`src/sv/rtpd_skid.sv`:
```
// Output register with one skid entry; parts the pipeline enable from m_tready.
// Depends on nothing; used by the top level.
module rtpd_skid #(
    parameter int WIDTH = 161
) (
    input  logic             aclk,
    input  logic             aresetn,
    input  logic             in_valid,
    output logic             in_ready,
    input  logic [WIDTH-1:0] in_data,
    output logic             out_valid,
    input  logic             out_ready,
    output logic [WIDTH-1:0] out_data
);

    logic             out_vld_reg, out_vld_next;
    logic [WIDTH-1:0] out_data_reg, out_data_next;
    logic             skid_vld_reg, skid_vld_next;
    logic [WIDTH-1:0] skid_data_reg, skid_data_next;

    assign in_ready = ~skid_vld_reg;

    always_comb begin
        out_vld_next   = out_vld_reg;
        out_data_next  = out_data_reg;
        skid_vld_next  = skid_vld_reg;
        skid_data_next = skid_data_reg;
        if (out_ready || !out_vld_reg) begin
            if (skid_vld_reg) begin
                out_vld_next  = 1'b1;
                out_data_next = skid_data_reg;
                skid_vld_next = 1'b0;
            end else begin
                out_vld_next  = in_valid;
                out_data_next = in_data;
            end
        end else if (in_valid && !skid_vld_reg) begin
            skid_vld_next  = 1'b1;
            skid_data_next = in_data;
        end
    end

    always_ff @(posedge aclk) begin
        if (!aresetn) begin
            out_vld_reg  <= 1'b0;
            skid_vld_reg <= 1'b0;
        end else begin
            out_vld_reg  <= out_vld_next;
            skid_vld_reg <= skid_vld_next;
        end
    end

    always_ff @(posedge aclk) begin
        out_data_reg  <= out_data_next;
        skid_data_reg <= skid_data_next;
    end

    assign out_valid = out_vld_reg;
    assign out_data  = out_data_reg;

endmodule

```
`config.mk`:
```
export PLATFORM = sky130hd
export DESIGN_NAME = rtpd_skid
export DESIGN_NICKNAME = d
export VERILOG_FILES = /design/src/sv/rtpd_skid.sv
export SDC_FILE = /design/constraint.sdc
export NUM_CORES = 1
export LEC_CHECK = 0
export ABC_AREA = 1
export BUFFER_PORTS_ARGS = -buffer_cell sky130_fd_sc_hd__buf_4
export CORE_MARGIN = 2
export CORE_UTILIZATION = 55
export CTS_CLUSTER_SIZE = 8
export DETAILED_ROUTE_END_ITERATION = 8
export HOLD_SLACK_MARGIN = 0.06
export PLACE_DENSITY = 0.85
export SYNTH_ARGS = -nofsm -noshare
export SYNTH_HDL_FRONTEND = slang
export SYNTH_SLANG_ARGS = --single-unit
```
`constraint.sdc`:
```
create_clock -name aclk -period 46.6 [get_ports aclk]
set_input_delay 6.99 -clock aclk [delete_from_list [all_inputs] [get_ports aclk]]
set_output_delay 6.99 -clock aclk [all_outputs]
set_load 0.02 [all_outputs]
```
==> out/metrics.csv, run 1 <==
metric,value,unit
outcome,completed,
Pre-Repair DR Iteration Count,7,
area of the multi-input gates,1861,µm²
worst vdd ir,0.00002992,V
Worst setup EP type,flop,
synthesized area,11750,µm²
HP Class,flop to flop,
drt first-iter violations,612,
Routed WL,26.50,mm
Max Root-Sink Buffers,3,
layout cell share with drive strength beyond 1,0.3201,
Slew HR,0.2345,
Yosys cell types,11,
power share of the clock group,0.415,
post-route ant nets,0,
diode count,0,
Fill cells,1248,
Setup TNS Final,0,ns
DRC viols,0,
CTS Hold Bufs,0,
combinational share of power,0.091,
Resized cells post-CTS,0,
# IOs,328,
die width,150.1,µm
buffers added on ports,327,
final period utilization,0.2089,
required time of the worst setup path,46.73,ns
die height,150.1,µm
max cap viols,0,
register area,9713,µm²
Final Util,0.7465,
Layout area overhead,33.60,%
post-synthesis mux area share,0,
hpwl dp,16.89,mm
root buf cell,clkbuf_16,
post-CTS setup buffers,0,
Tmin final,9.736,ns
FP Rows,53,
critical path class,input pin to flop,
Synth Area in Compound Gates,0.0004261,
GPL Wtd Cong,0.8376,
crit-path max FO,70,
Yosys reg bits,324,
"Clk pin slew, worst setup/hold paths",0.05,ns
H-tree depth,2,
"Slew Viols, Final",0,
vias in the first global route,7407,
Worst setup SP type,input pin,
"Seq/Total Area, Yosys",0.8266,
RSZ-0062 raised after global routing,no,
clk sink count,324,
initial antenna violation count,0,
final clock skew,0.01496,ns
Psw,0.0001495,W
Leak,6.761,nW
Syn Inst Count,852,
switching part of the total,0.2129,
largest family of logic cells by synthesized area,simple AND/OR/NAND/NOR gates,
Post-Synth Adder-Cell Area,0,
first-pass GRT wire length,38.50,mm
Core ar.,21020,µm²
vias,7636,
Internal Pwr Total,0.0005526,W
Synthesis Warnings,0,
Avg Vias per Cell,5.146,
GR Overflow Total,0,
die area,22540,µm²
Final nets,1363,
Initial Util,0.5588,
Syn Area/Cell,13.79,µm²
Reg power frac,0.494,
Pwr Density,44.74,nW/µm²
"Hold Vio Cnt, Final",0,
GRT Total Usage,0.2265,
post-synthesis simple-gate area fraction,0.1567,
Synth Area in XOR/XNOR,0,
CTS Buf Count,46,
CTS tree,yes,
maximum clock rate,102.7,MHz
WL per Instance,17.86,µm
Critical Path AT,9.87,ns
Mapped Nets,1017,
final setup fails,0,
clock latency on the worst-skew pair,0.52,ns
largest net degree at the start of global routing,108,
worst slew pin tran,1.148,ns
## cells in the mapped netlist
cell	n	area, µm²
edfxtp_1	322	9669
o21ai_0	1	5.000
inv_1	1	3.750
nand3_1	1	5.000
buf_4	8	60.06
buf_2	18	90.09
nor2_1	3	11.26
inv_2	1	3.750
nand2_1	486	1824
dfxtp_1	2	40.04
clkbuf_1	9	33.78
## power groups by stage
stage | clock (W) | combinational, W | sequential [W]
after floorplan | 0 | 0.0000124 | 0.000368
after global placement | 0 | 0.0000622 | 0.000352
after detailed placement | 0 | 0.0000639 | 0.000352
after CTS | 0.000295 | 0.0000644 | 0.000347
after global routing | 0.000308 | 0.0000685 | 0.000348
final | 0.000291 | 0.0000641 | 0.000347
## metal layers
metal  vias up  global-route usage  part of all wire
li1       3567                   -                 -
met3        68             0.05485             0.092
met4         0             0.09340             0.034
met2       436              0.3938              0.51
met1      3565              0.2728              0.36
met5         -                   0                 0
## placed cells by master, fill, tap and decap left out, types with 2 or more instances in the layout
| cell type | Yosys | final |
|---|---|---|
| clkbuf_16 | 0 | 49 |
| nor2_1 | 3 | 2 |
| buf_4 | 8 | 333 |
| edfxtp_1 | 322 | 322 |
| clkbuf_1 | 9 | 9 |
| nand2_1 | 486 | 485 |
## metrics by stage
stage / hold WS, ns / area, µm² / std cells / power, W / worst slack (ns)
floorplan: 0.4943 / 11750 / 852 / 0.0003806 / 26.69
global placement: 0.4975 / 14430 / 1425 / 0.0004139 / 36.40
detailed placement: 0.5029 / 14430 / 1425 / 0.0004157 / 36.31
CTS: 0.5053 / 15690 / 1484 / 0.0007066 / 36.84
global route: 0.5202 / 15690 / 1484 / 0.0007238 / 36.58
finish: 0.5030 / 15690 / 1484 / 0.0007020 / 36.86
## worst max-delay path, stage by stage
cell and delay (ns):
buf_4 0.11, inv_1 0.09, nand2_4 0.23, nor2_4 0.77
buf_4 0.75, buf_4 0.82
## path summary, 6_finish.rpt
kind	startpoint	endpoint	slack [ns]	cells past startpoint
hold reg to reg	skid_data_reg[121]	out_data[121]	0.50	2
hold / removal	skid_data_reg[121]	out_data[121]	0.50	2
setup reg to reg	skid_vld_reg	skid_data_reg[142]	42.11	5
setup / recovery	out_ready	skid_data_reg[142]	36.86	6
## final cells by class
cell class | instances | share of cell area
clock buffer | 58 | 0.08029
timing repair buffer | 333 | 0.1593
multi-input combinational | 491 | 0.1186
tap | 275 | 0.02193
clock inverter | 1 | 0.0003189
sequential | 324 | 0.6190
inverter | 2 | 0.0006379
## cell families (layout without fill, tap and decap cells)
family	after synthesis	after routing
and+or+nand+nor	490	490
DFF	324	324
AOI/OAI and AO/OA	1	1
buffers and inverters	37	394
(Power assumes the default switching activity.)
==> run 2: changes to the inputs <==
--- a/config.mk
+++ b/config.mk
@@ -8,11 +8,11 @@
 export ABC_AREA = 1
 export BUFFER_PORTS_ARGS = -buffer_cell sky130_fd_sc_hd__buf_4
 export CORE_MARGIN = 2
-export CORE_UTILIZATION = 55
+export CORE_UTILIZATION = 52
 export CTS_CLUSTER_SIZE = 8
 export DETAILED_ROUTE_END_ITERATION = 8
 export HOLD_SLACK_MARGIN = 0.06
-export PLACE_DENSITY = 0.85
+export PLACE_DENSITY = 0.82
 export SYNTH_ARGS = -nofsm -noshare
 export SYNTH_HDL_FRONTEND = slang
 export SYNTH_SLANG_ARGS = --single-unit
==> constraint.sdc (replaced) <==
create_clock -name aclk -period 9.1 [get_ports aclk]
set_input_delay 1.365 -clock aclk [delete_from_list [all_inputs] [get_ports aclk]]
set_output_delay 1.365 -clock aclk [all_outputs]
set_load 0.02 [all_outputs]
==> run 2 against run 1 <==
Net effect: global-route usage fell by 0.81 points; via count down 1.3%; critical path type is now flop to primary output; clock-buffer cell count is 1 lower; core utilization down 3.3 points.
==> out/metrics.csv, run 2 (synthesis results as in run 1) <==
metric,value,unit,change
outcome,completed,,unchanged
register area,9713,µm²,unchanged
die width,154.3,µm,was 150.1 µm
root buf cell,clkbuf_16,,unchanged
Top Family by Delay on Critical Path,buffers and inverters,,unchanged
"Slew Viols, Final",0,,unchanged
critical path depth in cells,2,,was 6
CTS tree,yes,,unchanged
initial antenna violation count,0,,unchanged
"commonest non-fill, non-tap cell in the layout",nand2_1,,unchanged
DR top layer,met4,,unchanged
Resized cells post-CTS,0,,unchanged
FP Rows,54,,was 53
Pwr Density,230.9,nW/µm²,was 44.74 nW/µm²
met1 WL,10.10,mm,was 9.533 mm
drt first-iter violations,565,,was 612
Critical Path AT,1.80,ns,was 9.87 ns
Leak,6.761,nW,about the same
die area,23810,µm²,was 22540 µm²
largest net degree at the start of global routing,121,,was 108
Routed WL,26.47,mm,was 26.50 mm
buffers added on ports,327,,unchanged
"Clk pin slew, worst setup/hold paths",0.05,ns,about the same
Avg Vias per Cell,5.069,,was 5.146
GRT Total Usage,0.2185,,was 0.2265
diode count,0,,unchanged
Initial Util,0.5333,,was 0.5588
Layout area overhead,33.84,%,was 33.60%
post-CTS setup buffers,0,,unchanged
final setup fails,0,,unchanged
worst vdd ir,0.0001886,V,was 0.00002992 V
Final nets,1362,,was 1363
RSZ-0062 raised after global routing,no,,unchanged
Max Root-Sink Buffers,3,,unchanged
pre-CTS setup slack,5.404,ns,was 36.31 ns
required time of the worst setup path,7.74,ns,was 46.73 ns
die height,154.3,µm,was 150.1 µm
Slew HR,0.1603,,was 0.2345
clock latency on the worst-skew pair,0.51,ns,was 0.52 ns
worst setup margin,5.936,ns,was 36.86 ns
Setup TNS Final,0,ns,unchanged
Worst setup EP type,primary output,,was flop
GR Overflow Total,0,,unchanged
max cap viols,0,,unchanged
Core ar.,22030,µm²,was 21020 µm²
vias,7537,,was 7636
first-pass GRT wire length,40.19,mm,was 38.50 mm
CP max-delay cell,inv_4,,was buf_4
WL per Instance,17.80,µm,was 17.86 µm
post-route ant nets,0,,unchanged
worst slew pin tran,1.260,ns,was 1.148 ns
WP buf/inv,2,,was 4
"Hold Vio Cnt, Final",0,,unchanged
GPL Wtd Cong,0.8255,,was 0.8376
H-tree depth,2,,unchanged
maximum clock rate,316.0,MHz,
Hold Path Stages,2,,unchanged
most frequent cells in the layout,"nand2_1 (485), buf_4 (332), edfxtp_1 (322), clkbuf_16 (49), clkbuf_1 (8)",,"was nand2_1 (485), buf_4 (333), edfxtp_1 (322), clkbuf_16 (49), clkbuf_1 (9)"
DRC viols,0,,unchanged
worst r2r path cells,4,,was 5
crit-path max FO,61,,was 70
CP max stage delay,0.53,ns,was 0.82 ns
# IOs,328,,unchanged
wire length on met3,2.208,mm,was 2.448 mm
Fill cells,1401,,was 1248
Pre-Repair DR Iteration Count,5,,was 7
critical path class,flop to primary output,,was input pin to flop
hpwl dp,17.09,mm,was 16.89 mm
final clock skew,0.01235,ns,was 0.01496 ns
HP Class,flop to flop,,unchanged
layout cell share with drive strength beyond 1,0.3198,,was 0.3201
area of the multi-input gates,1869,µm²,was 1861 µm²
Met2 Routed Length,13.18,mm,was 13.61 mm
clk sink count,324,,unchanged
CTS Buf Count,46,,unchanged
CTS Hold Bufs,0,,unchanged
CP Cell Sequence,inv_4 > buf_4,,was buf_4 > inv_1 > nand2_4 > nor2_4 > buf_4 > buf_4
vias in the first global route,7582,,was 7407
Tmin final,3.164,ns,
final period utilization,0.3477,,
Worst setup SP type,flop,,was input pin
-- run 2: cell count changes in the layout (fill, tap and decap cells not counted) --
| cell | delta |
|---|---|
| buf_4 | -1 |
| bufinv_16 | +1 |
| clkbuf_1 | -1 |
| clkinv_2 | -1 |
| nand2_4 | -1 |
| nand2_8 | +1 |
-- run 2: cell type report --
class,instances,share of cell area
timing repair buffer,332,0.1585
clock inverter,1,0.001910
sequential,324,0.6178
clock buffer,57,0.07990
multi-input combinational,491,0.1189
inverter,2,0.0006367
tap,280,0.02228
-- run 2: where the power goes --
group | internal (W) | leakage, nW | switching (W)
Clock | 0.000974 | 0.627 | 0.000552
Sequential | 0.00174 | 3.15 | 0.0000305
Combinational | 0.000139 | 2.98 | 0.000191
-- run 2: metal layers --
layer,vias to the layer above,GRT usage
met1,3552,0.2684
met3,62,0.05828
li1,3562,-
met4,0,0.09612
met2,361,0.3681
met5,-,0
-- run 2: path summary, 6_finish.rpt --
check / start / to / slack [ns]
max: skid_vld_reg / in_ready / 5.94
min reg2reg: skid_data_reg[118] / out_data[118] / 0.51
min: skid_data_reg[118] / out_data[118] / 0.51
max reg2reg: skid_vld_reg / skid_data_reg[4] / 6.38
-- run 2: metrics by stage --
stage	std cells	total power, W	area [µm²]	hold WS [ns]	util
global route	1487	0.003750	15720	0.5278	0.7138
detailed placement	1429	0.002131	14440	0.5028	0.6554
CTS	1487	0.003660	15720	0.5088	0.7138
floorplan	852	0.001941	11770	0.4943	-
finish	1487	0.003631	15720	0.5065	0.7138
global placement	1429	0.002123	14440	0.4982	0.6554
-- run 2: worst reg2reg max path, stage by stage (launching register included) --
cell	delay, ns
dfxtp_4	0.49
inv_4	0.53
nand2_1	0.20
nor2_4	0.15
buf_4	0.87
==> run 3: changes to the inputs <==
--- a/config.mk
+++ b/config.mk
@@ -8,11 +8,11 @@
 export ABC_AREA = 1
 export BUFFER_PORTS_ARGS = -buffer_cell sky130_fd_sc_hd__buf_4
 export CORE_MARGIN = 2
-export CORE_UTILIZATION = 52
+export CORE_UTILIZATION = 47
 export CTS_CLUSTER_SIZE = 8
 export DETAILED_ROUTE_END_ITERATION = 8
 export HOLD_SLACK_MARGIN = 0.06
-export PLACE_DENSITY = 0.82
+export PLACE_DENSITY = 0.78
 export SYNTH_ARGS = -nofsm -noshare
 export SYNTH_HDL_FRONTEND = slang
 export SYNTH_SLANG_ARGS = --single-unit
==> constraint.sdc (replaced) <==
create_clock -name aclk -period 2.91 [get_ports aclk]
set_input_delay 0.4365 -clock aclk [delete_from_list [all_inputs] [get_ports aclk]]
set_output_delay 0.4365 -clock aclk [all_outputs]
set_load 0.02 [all_outputs]
==> run 3 against run 2 <==
Net effect: flip-flop and latch count unchanged; sequential power grew to 3.1 times the previous value; global-route usage is 2.5 points lower; critical endpoint unchanged; sequential share of layout area is 0.67 points lower; clock-buffer cell count increased by 10; via count shrank 1.4%; highest routed layer unchanged.
==> out/metrics.csv, run 3 (synthesis results as in run 1) <==
metric,value,unit,change
WP buf/inv,3,,was 2
post-route ant nets,0,,unchanged
CTS tree,yes,,unchanged
final period utilization,0.7730,,
FP Rows,57,,was 54
Top Family by Delay on Critical Path,buffers and inverters,,unchanged
critical path class,flop to primary output,,unchanged
FF-to-FF setup slack,0.90,ns,was 6.38 ns
initial antenna violation count,0,,unchanged
Resized cells post-CTS,0,,unchanged
clock latency on the worst-skew pair,0.52,ns,was 0.51 ns
"Clk pin slew, worst setup/hold paths",0.05,ns,about the same
# IOs,328,,unchanged
GPL Wtd Cong,0.8008,,was 0.8255
Reg-to-Reg Start,skid_vld_reg,,unchanged
Tmin final,2.249,ns,
"Hold Vio Cnt, Final",0,,unchanged
Slew HR,0.5245,,was 0.1603
worst slew pin tran,0.7132,ns,was 1.260 ns
crit-path max FO,50,,was 61
Core ar.,24460,µm²,was 22030 µm²
Pre-Repair DR Iteration Count,5,,unchanged
most frequent cells in the layout,"nand2_1 (485), buf_4 (334), edfxtp_1 (322), clkbuf_16 (49), clkbuf_1 (18)",,"was nand2_1 (485), buf_4 (332), edfxtp_1 (322), clkbuf_16 (49), clkbuf_1 (8)"
worst setup margin,0.6606,ns,was 5.936 ns
most frequent CP cell,buf_4,,
hpwl dp,17.13,mm,was 17.09 mm
RSZ-0062 raised after global routing,no,,unchanged
outcome,completed,,unchanged
Fill cells,1771,,was 1401
die width,162.1,µm,was 154.3 µm
Routed WL,26.03,mm,was 26.47 mm
worst vdd ir,0.0005499,V,was 0.0001886 V
CP max-delay cell,dfxtp_4,,was inv_4
Initial Util,0.4802,,was 0.5333
Reg power frac,0.484,,was 0.489
Avg Vias per Cell,4.807,,was 5.069
clk sink count,324,,unchanged
CTS Buf Count,46,,unchanged
switching part of the total,0.2128,,was 0.2131
vias,7432,,was 7537
Worst setup EP type,primary output,,unchanged
Layout area overhead,35.33,%,was 33.84%
Max Root-Sink Buffers,3,,unchanged
layout cell share with drive strength beyond 1,0.3216,,was 0.3198
die height,162.1,µm,was 154.3 µm
Internal Pwr Total,0.008988,W,was 0.002857 W
crit path capture,in_ready,,unchanged
Leak,6.804,nW,was 6.761 nW
post-CTS setup buffers,0,,unchanged
combinational share of power,0.091,,about the same
buffers added on ports,327,,unchanged
drt first-iter violations,598,,was 565
root buf cell,clkbuf_16,,unchanged
required time of the worst setup path,2.47,ns,was 7.74 ns
"Slew Viols, Final",0,,unchanged
pre-CTS setup slack,0.8708,ns,was 5.404 ns
vias in the first global route,7332,,was 7582
largest net degree at the start of global routing,86,,was 121
area of the multi-input gates,1869,µm²,unchanged
GR Overflow Total,0,,unchanged
"commonest non-fill, non-tap cell in the layout",nand2_1,,unchanged
Critical Path Start,skid_vld_reg,,unchanged
maximum clock rate,444.6,MHz,
die area,26270,µm²,was 23810 µm²
HP Class,input pin to flop,,was flop to flop
final clock skew,0.01390,ns,was 0.01235 ns
H-tree depth,2,,unchanged
Worst setup SP type,flop,,unchanged
Pwr Density,718.3,nW/µm²,was 230.9 nW/µm²
CTS Hold Bufs,0,,unchanged
RR Endpoint,skid_data_reg[2],,was skid_data_reg[4]
critical path depth in cells,3,,was 2
Final nets,1367,,was 1362
GRT Total Usage,0.1938,,was 0.2185
CP max stage delay,0.46,ns,was 0.53 ns
CP Cell Sequence,inv_6 > buf_4 > buf_4,,was inv_4 > buf_4
first-pass GRT wire length,39.32,mm,was 40.19 mm
power share of the clock group,0.425,,was 0.420
Critical Path AT,1.81,ns,was 1.80 ns
hold slack,0.1036,ns,was 0.5065 ns
worst r2r path cells,4,,unchanged
DRC viols,0,,unchanged
diode count,0,,unchanged
WL per Instance,16.84,µm,was 17.80 µm
register area,9714,µm²,was 9713 µm²
Setup TNS Final,0,ns,unchanged
final setup fails,0,,unchanged
max cap viols,0,,unchanged
Psw,0.002430,W,was 0.0007737 W
[run 3: metrics by stage]
step	util	cell area [µm²]	total power, W	instances
final	0.6498	15900	0.01142	1546
after global routing	0.6498	15900	0.01180	1546
after CTS	0.6498	15900	0.01155	1546
after detailed placement	0.5957	14570	0.006662	1478
after global placement	0.5957	14570	0.006635	1478
after floorplan	-	11780	0.006067	852
[run 3: power by group through the flow]
stage	clock network, W	registers, W	logic (W)
after floorplan	0	0.00587	0.000201
after global placement	0	0.00561	0.00103
after detailed placement	0	0.00561	0.00105
after CTS	0.00496	0.00553	0.00105
after global routing	0.00514	0.00555	0.00111
final	0.00485	0.00553	0.00104
[run 3: how the worst min path moves through the flow]
stage	end	depth (start not counted)	startpoint	slack (ns)
CTS	skid_data_reg[23]	1	in_data[23]	0.08
floorplan	out_data[0]	2	skid_data_reg[0]	0.49
global route	skid_data_reg[135]	1	in_data[135]	0.08
global placement	out_data[130]	2	skid_data_reg[130]	0.50
detailed placement	out_data[48]	2	skid_data_reg[48]	0.50
finish	skid_data_reg[118]	1	in_data[118]	0.10
[run 3: area by class of cell]
type                            instances  share of cell area
Clock buffer                           67             0.08139
Clock inverter                          1            0.001889
Inverter                                2            0.001023
Multi-Input combinational cell        491              0.1176
Sequential cell                       324              0.6111
Tap cell                              324             0.02550
Timing Repair Buffer                  337              0.1615
[run 3: worst reg2reg max path, cell delays in order, from the launching register on]
cell and delay [ns]:
dfxtp_4 0.46, inv_6 0.36, nand2_1 0.18, nor2_4 0.19, buf_12 0.37
[run 3: metal layers]
layer  vias up  wire [µm]  GRT usage
met5         -          0          0
met4         0        906    0.07965
met3        62       2280    0.05644
met2       314      13320     0.3292
met1      3468       9520     0.2334
li1       3588          -          -
